## src/hdl/fud_pkg.sv

```systemverilog
// shared types, constants and helper functions for the form field url decoder
package fud_pkg;

	localparam int MAX_KEY_CHARS   = 8;
	localparam int MAX_VALUE_BYTES = 64;

	// configuration register indexes
	localparam logic [1:0] REG_KEY_TEXT    = 2'd0;
	localparam logic [1:0] REG_KEY_LENGTH  = 2'd1;
	localparam logic [1:0] REG_VALUE_LIMIT = 2'd2;

	// reset values of the configuration registers
	localparam logic [3:0] KEY_LENGTH_RESET  = 4'd4;
	localparam logic [6:0] VALUE_LIMIT_RESET = 7'd32;

	// result kinds
	localparam logic [1:0] KIND_BYTE    = 2'd0;
	localparam logic [1:0] KIND_FOUND   = 2'd1;
	localparam logic [1:0] KIND_MISSING = 2'd2;

	// characters with a special meaning in the body
	localparam logic [7:0] CH_PLUS    = 8'h2B;
	localparam logic [7:0] CH_MINUS   = 8'h2D;
	localparam logic [7:0] CH_PERCENT = 8'h25;
	localparam logic [7:0] CH_AMP     = 8'h26;
	localparam logic [7:0] CH_EQUALS  = 8'h3D;
	localparam logic [7:0] CH_SPACE   = 8'h20;
	localparam logic [7:0] CH_TAB     = 8'h09;
	localparam logic [7:0] CH_LF      = 8'h0A;
	localparam logic [7:0] CH_VT      = 8'h0B;
	localparam logic [7:0] CH_FF      = 8'h0C;
	localparam logic [7:0] CH_CR      = 8'h0D;

	typedef enum logic [1:0] {
		PH_NAME,
		PH_SKIP,
		PH_VALUE,
		PH_DONE
	} phase_t;

	typedef enum logic [1:0] {
		PCT_NONE,
		PCT_SEEN,
		PCT_HELD
	} pct_t;

	typedef struct packed {
		logic [63:0] key_text;
		logic [3:0]  key_length;
		logic [6:0]  value_limit;
	} cfg_t;

	typedef struct packed {
		logic [1:0] kind;
		logic [7:0] data;
	} result_t;

	// all results of one input beat, slot 0 first
	typedef struct packed {
		logic [1:0]        count;
		result_t [2:0]     res;
	} bundle_t;

	// base-16 digit: valid flag and value
	function automatic logic [4:0] hex_digit(input logic [7:0] c);
		logic [4:0] r;
		r = 5'd0;
		if (c >= 8'h30 && c <= 8'h39) begin
			r = {1'b1, 4'(c - 8'h30)};
		end else if (c >= 8'h61 && c <= 8'h66) begin
			r = {1'b1, 4'(c - 8'h57)};
		end else if (c >= 8'h41 && c <= 8'h46) begin
			r = {1'b1, 4'(c - 8'h37)};
		end
		return r;
	endfunction

	// two-character escape parsed like strtol in base 16
	function automatic logic [7:0] hex_pair(input logic [7:0] a, input logic [7:0] b);
		logic [4:0] da;
		logic [4:0] db;
		logic       space;
		logic [7:0] r;
		da = hex_digit(a);
		db = hex_digit(b);
		space = (a == CH_SPACE) || (a == CH_TAB) || (a == CH_LF) ||
			(a == CH_VT) || (a == CH_FF) || (a == CH_CR);
		if (space || a == CH_PLUS) begin
			r = db[4] ? {4'd0, db[3:0]} : 8'd0;
		end else if (a == CH_MINUS) begin
			r = db[4] ? (8'd0 - {4'd0, db[3:0]}) : 8'd0;
		end else if (da[4]) begin
			r = db[4] ? {da[3:0], db[3:0]} : {4'd0, da[3:0]};
		end else begin
			r = 8'd0;
		end
		return r;
	endfunction

	// append one result to a bundle
	function automatic bundle_t add_result(input bundle_t bin, input logic [1:0] kind,
			input logic [7:0] data);
		bundle_t bout;
		bout = bin;
		unique case (bin.count)
			2'd0: bout.res[0] = '{kind: kind, data: data};
			2'd1: bout.res[1] = '{kind: kind, data: data};
			default: bout.res[2] = '{kind: kind, data: data};
		endcase
		bout.count = bin.count + 2'd1;
		return bout;
	endfunction

endpackage

```

## src/hdl/form_field_url_decoder_unit.sv

```systemverilog
// top level of the form field url decoder: configuration registers and the three parts
// output: each result beat passes through the bundle queue and then the output register;
// later results of the same beat follow one a cycle while out_stall is low
// throughput: one input beat per cycle; each bundle keeps its slot of the two-entry
// queue until its last result is loaded, and the input stalls only while both are full
// reset: arst_n clears the parser to field-name matching, empties the queue and output
// register, and loads key_length 4, value_limit 32 and key_text 0
module form_field_url_decoder_unit (
	input  logic        clk,
	input  logic        arst_n,
	input  logic        wr_en,
	input  logic [1:0]  wr_index,
	input  logic [63:0] wr_data,
	input  logic        in_valid,
	output logic        in_stall,
	input  logic [7:0]  in_byte,
	input  logic        body_end,
	output logic        out_valid,
	input  logic        out_stall,
	output logic [1:0]  out_kind,
	output logic [7:0]  out_byte,
	output logic        run_last
);
	import fud_pkg::*;

	cfg_t    cfg_q;
	logic    push;
	bundle_t push_data;
	bundle_t head;
	logic    empty;
	logic    full;
	logic    pop;

	// configuration registers
	always_ff @(posedge clk or negedge arst_n) begin
		if (!arst_n) begin
			cfg_q.key_text    <= 64'd0;
			cfg_q.key_length  <= KEY_LENGTH_RESET;
			cfg_q.value_limit <= VALUE_LIMIT_RESET;
		end else if (wr_en) begin
			unique case (wr_index)
				REG_KEY_TEXT:    cfg_q.key_text    <= wr_data;
				REG_KEY_LENGTH:  cfg_q.key_length  <= wr_data[3:0];
				REG_VALUE_LIMIT: cfg_q.value_limit <= wr_data[6:0];
				default: begin
				end
			endcase
		end
	end

	fud_front u_front (
		.clk       (clk),
		.arst_n    (arst_n),
		.cfg       (cfg_q),
		.in_valid  (in_valid),
		.in_byte   (in_byte),
		.body_end  (body_end),
		.q_full    (full),
		.in_stall  (in_stall),
		.push      (push),
		.push_data (push_data)
	);

	fud_queue u_queue (
		.clk       (clk),
		.arst_n    (arst_n),
		.push      (push),
		.push_data (push_data),
		.pop       (pop),
		.head      (head),
		.empty     (empty),
		.full      (full)
	);

	fud_back u_back (
		.clk       (clk),
		.arst_n    (arst_n),
		.head      (head),
		.empty     (empty),
		.pop       (pop),
		.out_stall (out_stall),
		.out_valid (out_valid),
		.out_kind  (out_kind),
		.out_byte  (out_byte),
		.run_last  (run_last)
	);

endmodule

```

## src/hdl/fud_front.sv

```systemverilog
// front end: parses each body byte and builds the bundle of results it causes
module fud_front (
	input  logic             clk,
	input  logic             arst_n,
	input  fud_pkg::cfg_t    cfg,
	input  logic             in_valid,
	input  logic [7:0]       in_byte,
	input  logic             body_end,
	input  logic             q_full,
	output logic             in_stall,
	output logic             push,
	output fud_pkg::bundle_t push_data
);
	import fud_pkg::*;

	phase_t     phase_q;
	logic [3:0] pos_q;
	pct_t       pct_q;
	logic [7:0] held_q;
	logic [6:0] cnt_q;

	phase_t     phase_d;
	logic [3:0] pos_d;
	pct_t       pct_d;
	logic [7:0] held_d;
	logic [6:0] cnt_d;
	bundle_t    bnd;
	logic       fin;
	logic [3:0] klen;
	logic [6:0] lim;
	logic [7:0] kc;
	logic       accept;

	assign in_stall = q_full;
	assign accept   = in_valid && !q_full;
	assign push     = accept && (bnd.count != 2'd0);
	assign push_data = bnd;

	// clamped limits and the key character under test
	assign klen = (cfg.key_length > 4'(MAX_KEY_CHARS)) ? 4'(MAX_KEY_CHARS) : cfg.key_length;
	assign lim  = (cfg.value_limit > 7'(MAX_VALUE_BYTES)) ? 7'(MAX_VALUE_BYTES)
		: cfg.value_limit;
	assign kc   = cfg.key_text[{pos_q[2:0], 3'b000} +: 8];

	// next parser state and results of this beat
	always_comb begin
		phase_d = phase_q;
		pos_d   = pos_q;
		pct_d   = pct_q;
		held_d  = held_q;
		cnt_d   = cnt_q;
		bnd     = '0;
		fin     = 1'b0;
		unique case (phase_q)
			PH_NAME: begin
				if (in_byte == CH_AMP) begin
					pos_d = 4'd0;
				end else if (pos_q < klen) begin
					if (in_byte == kc) pos_d = pos_q + 4'd1;
					else phase_d = PH_SKIP;
				end else if (in_byte == CH_EQUALS) begin
					phase_d = PH_VALUE;
					pct_d   = PCT_NONE;
					held_d  = 8'd0;
					cnt_d   = 7'd0;
				end else begin
					phase_d = PH_SKIP;
				end
			end
			PH_SKIP: begin
				if (in_byte == CH_AMP) begin
					phase_d = PH_NAME;
					pos_d   = 4'd0;
				end
			end
			PH_VALUE: begin
				if (in_byte == CH_AMP) begin
					fin = 1'b1;
				end else begin
					priority if (pct_q == PCT_SEEN) begin
						held_d = in_byte;
						pct_d  = PCT_HELD;
					end else if (pct_q == PCT_HELD) begin
						if (cnt_d < lim) begin
							bnd   = add_result(bnd, KIND_BYTE, hex_pair(held_q, in_byte));
							cnt_d = cnt_d + 7'd1;
						end
						pct_d = PCT_NONE;
					end else if (in_byte == CH_PERCENT) begin
						pct_d = PCT_SEEN;
					end else begin
						if (cnt_d < lim) begin
							bnd   = add_result(bnd, KIND_BYTE,
								(in_byte == CH_PLUS) ? CH_SPACE : in_byte);
							cnt_d = cnt_d + 7'd1;
						end
					end
				end
			end
			default: begin
			end
		endcase
		if (body_end && phase_d == PH_VALUE) fin = 1'b1;
		// end of value: flush a cut-short escape, then report found
		if (fin) begin
			if (pct_d != PCT_NONE) begin
				if (cnt_d < lim) begin
					bnd   = add_result(bnd, KIND_BYTE, CH_PERCENT);
					cnt_d = cnt_d + 7'd1;
				end
				if (pct_d == PCT_HELD && cnt_d < lim) begin
					bnd   = add_result(bnd, KIND_BYTE,
						(held_d == CH_PLUS) ? CH_SPACE : held_d);
					cnt_d = cnt_d + 7'd1;
				end
			end
			pct_d   = PCT_NONE;
			bnd     = add_result(bnd, KIND_FOUND, 8'd0);
			phase_d = PH_DONE;
		end
		// end of body: report a miss unless the key was found, and restart
		if (body_end) begin
			if (!fin && phase_d != PH_DONE) bnd = add_result(bnd, KIND_MISSING, 8'd0);
			phase_d = PH_NAME;
			pos_d   = 4'd0;
			pct_d   = PCT_NONE;
			held_d  = 8'd0;
			cnt_d   = 7'd0;
		end
	end

	// parser state
	always_ff @(posedge clk or negedge arst_n) begin
		if (!arst_n) begin
			phase_q <= PH_NAME;
			pos_q   <= 4'd0;
			pct_q   <= PCT_NONE;
			held_q  <= 8'd0;
			cnt_q   <= 7'd0;
		end else if (accept) begin
			phase_q <= phase_d;
			pos_q   <= pos_d;
			pct_q   <= pct_d;
			held_q  <= held_d;
			cnt_q   <= cnt_d;
		end
	end

endmodule

```

## src/hdl/fud_queue.sv

```systemverilog
// two-entry queue of result bundles between front and back end
module fud_queue (
	input  logic             clk,
	input  logic             arst_n,
	input  logic             push,
	input  fud_pkg::bundle_t push_data,
	input  logic             pop,
	output fud_pkg::bundle_t head,
	output logic             empty,
	output logic             full
);
	import fud_pkg::*;

	bundle_t    slot_q [2];
	logic       wr_ptr_q;
	logic       rd_ptr_q;
	logic [1:0] count_q;

	assign head  = slot_q[rd_ptr_q];
	assign empty = (count_q == 2'd0);
	assign full  = (count_q == 2'd2);

	// bundle storage
	always_ff @(posedge clk) begin
		if (push) slot_q[wr_ptr_q] <= push_data;
	end

	// pointers and fill level
	always_ff @(posedge clk or negedge arst_n) begin
		if (!arst_n) begin
			wr_ptr_q <= 1'b0;
			rd_ptr_q <= 1'b0;
			count_q  <= 2'd0;
		end else begin
			if (push) wr_ptr_q <= !wr_ptr_q;
			if (pop) rd_ptr_q <= !rd_ptr_q;
			unique case ({push, pop})
				2'b10: count_q <= count_q + 2'd1;
				2'b01: count_q <= count_q - 2'd1;
				default: count_q <= count_q;
			endcase
		end
	end

	a_no_overflow: assert property (@(posedge clk) disable iff (!arst_n)
		full |-> !push) else $error("bundle queue overflow");
	a_no_underflow: assert property (@(posedge clk) disable iff (!arst_n)
		empty |-> !pop) else $error("bundle queue underflow");
	a_level_bound: assert property (@(posedge clk) disable iff (!arst_n)
		count_q != 2'd3) else $error("bundle queue level out of range");

endmodule

```

## src/hdl/fud_back.sv

```systemverilog
// back end: unpacks bundles into single result beats through an output register
module fud_back (
	input  logic             clk,
	input  logic             arst_n,
	input  fud_pkg::bundle_t head,
	input  logic             empty,
	output logic             pop,
	input  logic             out_stall,
	output logic             out_valid,
	output logic [1:0]       out_kind,
	output logic [7:0]       out_byte,
	output logic             run_last
);
	import fud_pkg::*;

	logic       valid_q;
	logic [1:0] kind_q;
	logic [7:0] byte_q;
	logic       last_q;
	logic [1:0] idx_q;
	logic       load;
	logic       is_last;
	result_t    cur;

	assign out_valid = valid_q;
	assign out_kind  = kind_q;
	assign out_byte  = byte_q;
	assign run_last  = last_q;

	// pick the next result of the head bundle
	assign load    = (!valid_q || !out_stall) && !empty;
	assign is_last = (idx_q == head.count - 2'd1);
	assign pop     = load && is_last;

	always_comb begin
		unique case (idx_q)
			2'd0: cur = head.res[0];
			2'd1: cur = head.res[1];
			default: cur = head.res[2];
		endcase
	end

	// output register and slot counter
	always_ff @(posedge clk or negedge arst_n) begin
		if (!arst_n) begin
			valid_q <= 1'b0;
			idx_q   <= 2'd0;
		end else if (!valid_q || !out_stall) begin
			valid_q <= !empty;
			if (load) idx_q <= is_last ? 2'd0 : idx_q + 2'd1;
		end
	end

	// result payload
	always_ff @(posedge clk) begin
		if (load) begin
			kind_q <= cur.kind;
			byte_q <= cur.data;
			last_q <= is_last;
		end
	end

endmodule
```

## config.mk

```make
export PLATFORM = sky130hd
export DESIGN_NAME = form_field_url_decoder_unit
export DESIGN_NICKNAME = d
export VERILOG_FILES = /design/src/hdl/fud_pkg.sv /design/src/hdl/form_field_url_decoder_unit.sv /design/src/hdl/fud_front.sv /design/src/hdl/fud_queue.sv /design/src/hdl/fud_back.sv
export SDC_FILE = /design/constraint.sdc
export NUM_CORES = 1
export LEC_CHECK = 0
export BUFFER_PORTS_ARGS = -buffer_cell sky130_fd_sc_hd__buf_4
export CAP_MARGIN = 20
export CORE_MARGIN = 1
export CORE_UTILIZATION = 55
export DETAILED_ROUTE_END_ITERATION = 12
export PLACE_DENSITY = 0.75
export SLEW_MARGIN = 20
export SYNTH_ARGS = -nofsm -noshare
export SYNTH_HDL_FRONTEND = slang
export SYNTH_SLANG_ARGS = --single-unit
```

## constraint.sdc

```tcl
create_clock -name clk -period 10.8 [get_ports clk]
set_input_delay 1.62 -clock clk [delete_from_list [all_inputs] [get_ports clk]]
set_output_delay 1.62 -clock clk [all_outputs]
set_load 0.02 [all_outputs]
```

==> flow_metrics.env <==
export IMPL_status="finished, final reports clean"
export IMPL_start_kind="input pin"
export IMPL_r2r_start="cfg_q[6]$_DFFE_PN0P_"
export IMPL_rows=49
export IMPL_fin_crit_ps=8810
export IMPL_setup_viol=0
export IMPL_hold_depth=2
export IMPL_worstMarginPinSlew_ps=907
export IMPL_critPathSlowestCell="a31oi_4"
export IMPL_synth_cells=913
export IMPL_endpoint_kind="flop"
export IMPL_hold_buffers=0
export IMPL_synthesis_nets=1038
export IMPL_die_w_um=139
export IMPL_core_area_um2=18200
export IMPL_reg2reg_depth=35
export IMPL_dieArea_um2=19400
export IMPL_cts_root_buf="clkbuf_16"
export IMPL_ant_nets=0
export IMPL_p_seq_share_pct=46.0
export IMPL_die_h_um=139
export IMPL_numPortBuffers=92
export IMPL_finalHoldViolations=0
export IMPL_fin_worst_skew_ps=14.6
export IMPL_drive_gt1_share_pct=27.6
export IMPL_routabilityCongestion=0.938
export IMPL_cp_data_arrival_time_ps=9040
export IMPL_ys_warn_count=0
export IMPL_clock_sink_count=180
export IMPL_p_clk_share_pct=28.2
export IMPL_worstPathRequired_ps=11040
export IMPL_cts_resized_gates=0
export IMPL_area_delta_synth_final_pct=12.9
export IMPL_dp_hpwl_um=17300
export IMPL_r2r_end="u_queue.slot_q[1][5]$_DFFE_PP_"
export IMPL_vias=7481
export IMPL_tns_ps=0
export IMPL_h_tree_depth=4
export IMPL_synthTopCellsByCount="dfrtp_1 (103), mux2_2 (78), edfxtp_1 (75), nand2_1 (70), nor2_1 (61)"
export IMPL_timing_final_crit_share_pct=81.5
export IMPL_critPathMaxFanout=14
export IMPL_seq_area_frac_synth_pct=47.0
export IMPL_antenna_found_initial=0
export IMPL_p_per_area_nw_per_um2=171
export IMPL_first_iter_violations=511
export IMPL_grt_pass1_wl_um=39200
export IMPL_hold_end="u_back.out_valid$_DFFE_PN0N_"
export IMPL_syn_mean_instance_area_um2=11.4
export IMPL_wl_per_cell_um=19.6
export IMPL_dr_pass1_iters=6
export IMPL_drv_slew=0
export IMPL_synth_edff_count=75
export IMPL_cellLeakagePower_nw=4.64
export IMPL_initial_core_util_pct=57.0
export IMPL_clkTransAtPathRegs_ps=70
export IMPL_cts_max_path_buffers=2
export IMPL_max_freq_mhz=114
export IMPL_yosysMostFrequentCell="dfrtp_1"
export IMPL_yosysUniqueCellTypes=86
export IMPL_async_reset_ff_share_pct=58.3
export IMPL_post_synth_top_area_fraction_pct=24.8
export IMPL_placed_cells=1192
export IMPL_ys_ff_latch=180
export IMPL_max_stage_delay_ps=410
export IMPL_power_frac_comb_pct=25.8
export IMPL_drt_total_wl_um=24000
export IMPL_fin_cells=1224
export IMPL_grt_setup_unrepaired="no"
export IMPL_fill_cells=1411
export IMPL_ios=93
export IMPL_maxSlewHeadroom_pct=39.5
export IMPL_hold_start="u_back.out_valid$_DFFE_PN0N_"
export IMPL_netlist_top_cells_area="dfrtp_1 (25%), edfxtp_1 (22%), mux2_2 (8.5%), ha_1 (5.4%), mux4_2 (3.5%)"
export IMPL_antenna_cells=0
export IMPL_cts_buffers=17
export IMPL_grt_max_degree=69
export IMPL_critPathMostFrequentCell="ha_1"
export IMPL_postCtsSetupRepairBufs=0
export IMPL_p_sw_uw=628
export IMPL_grt_overflow=0
export IMPL_grt_pass1_vias=7510
export IMPL_cts_tree="done"
export IMPL_clkLatencyLatePin_ps=440
export IMPL_switching_share_pct=31.3
export IMPL_p_int_mw=1.38
export IMPL_drv_cap=0
export IMPL_synth_top_cell_by_area="dfrtp_1"
export IMPL_layout_nets=1107
export IMPL_worst_ir_drop_vdd_uv=111
export IMPL_hp_class="flop to flop"
export IMPL_rrSetupSlack_ps=2430
export IMPL_drcViolationCount=0
export IMPL_syn_cell_area_um2=10400
export IMPL_via_per_inst=6.11
export IMPL_grt_util_all_layers_pct=25.9
export IMPL_ys_flop_type="dfrtp_1"
export IMPL_path_class="input pin to flop"
placed cells by master, fill, tap and decap left out, types with 6 or more instances in the layout:
| master | synthesis | final |
|---|---|---|
| xnor2_1 | 29 | 29 |
| mux2_2 | 78 | 78 |
| nor2_1 | 61 | 59 |
| nor3_1 | 11 | 11 |
| clkbuf_16 | 0 | 17 |
| dfrtp_1 | 103 | 103 |
| inv_1 | 27 | 27 |
| o21ai_1 | 6 | 6 |
| and3_1 | 6 | 6 |
| nor2b_1 | 7 | 7 |
| and2_1 | 8 | 8 |
| nand3_1 | 15 | 15 |
| a22oi_1 | 20 | 20 |
| a21oi_1 | 34 | 34 |
| ha_1 | 45 | 45 |
| or2_2 | 7 | 7 |
| mux4_2 | 16 | 16 |
| buf_4 | 0 | 103 |
| edfxtp_1 | 75 | 75 |
| a22o_1 | 13 | 13 |
| o21ai_0 | 36 | 36 |
| a211oi_1 | 12 | 12 |
| mux2i_1 | 15 | 15 |
| or3_1 | 6 | 6 |
| a31oi_1 | 16 | 16 |
| nand2b_1 | 7 | 7 |
| a21o_1 | 9 | 9 |
| nand4_1 | 6 | 6 |
| nand2_1 | 70 | 70 |
| o21a_1 | 13 | 13 |
layout make-up:
cell class,instances,area (um2),share of cell area (%)
Timing Repair Buffer,103,773,6.60
Clock inverter,14,103,0.876
Tap cell,229,287,2.45
Multi-Input combinational cell,649,5130,43.7
Sequential cell,180,4880,41.7
Inverter,31,119,1.01
Clock buffer,18,429,3.66
state kept, by name (all words and copies together) (netlist names), 2 cells and up:
name             cells
cfg_q               75
u_front.phase_q      2
u_front.pos_q        4
u_back.out_byte      8
u_queue.slot_q      64
u_front.pct_q        2
u_queue.count_q      2
u_front.cnt_q        7
u_back.idx_q         2
u_front.held_q       8
u_back.out_kind      2
kinds of logic after synthesis:
kind of cell	after synthesis	synth area share, %
AOI/OAI and AO/OA	216	15.2
xor gates and xnor gates	34	2.94
adders and majority gates	45	5.43
buffers and inverters	84	3.65
DFF	180	47.0
muxes	110	13.5
and+or+nand+nor	244	12.2
worst max-delay path, delay by kind of cell:
kind / cells / cell delay, ps
compound gates: 11 / 2430
xor+xnor: 2 / 280
fa+ha+maj: 5 / 1370
buf+inv: 5 / 680
simple gates: 12 / 2640
power by group through the flow:
stage / Sequential (mW) / Clock (mW) / Combinational [mW]
floorplan: 0.931 / 0 / 0.346
global placement: 0.930 / 0 / 0.509
detailed placement: 0.936 / 0 / 0.521
CTS: 0.924 / 0.573 / 0.524
global route: 0.935 / 0.599 / 0.569
finish: 0.922 / 0.565 / 0.518
worst max-delay path by stage:
stage,end,startpoint,cells after the start
after CTS,u_queue.slot_q[0][2]$_DFFE_PP_,in_byte[0],36
final,u_queue.slot_q[1][5]$_DFFE_PP_,in_byte[0],35
after global routing,u_queue.slot_q[1][5]$_DFFE_PP_,in_byte[0],34
after detailed placement,u_queue.slot_q[0][5]$_DFFE_PP_,in_byte[0],35
after global placement,u_queue.slot_q[0][2]$_DFFE_PP_,in_byte[0],36
after floorplan,u_queue.slot_q[0][0]$_DFFE_PP_,in_byte[0],34
per-stage QoR:
stage | power (mW) | util (%) | setup WS (ps) | cell area (um2) | hold slack, ps
5_1_grt | 2.10 | 64.4 | 1450 | 11700 | 519
4_1_cts | 2.02 | 64.4 | 2070 | 11700 | 500
3_3_place_gp | 1.44 | 61.4 | 1880 | 11200 | 475
3_5_place_dp | 1.46 | 61.4 | 1620 | 11200 | 484
6_report | 2.00 | 64.4 | 1990 | 11700 | 494
2_1_floorplan | 1.28 | - | 1870 | 10400 | 464
routing by layer:
layer	global-route usage [%]	vias to the layer above	part of all wire [%]
met5	0	-	0
met4	9.18	0	1.9
met3	6.23	37	6.7
met2	42.0	261	48
met1	34.1	3635	43
li1	-	3548	-
No activity file was read; power rests on OpenSTA's default activity.
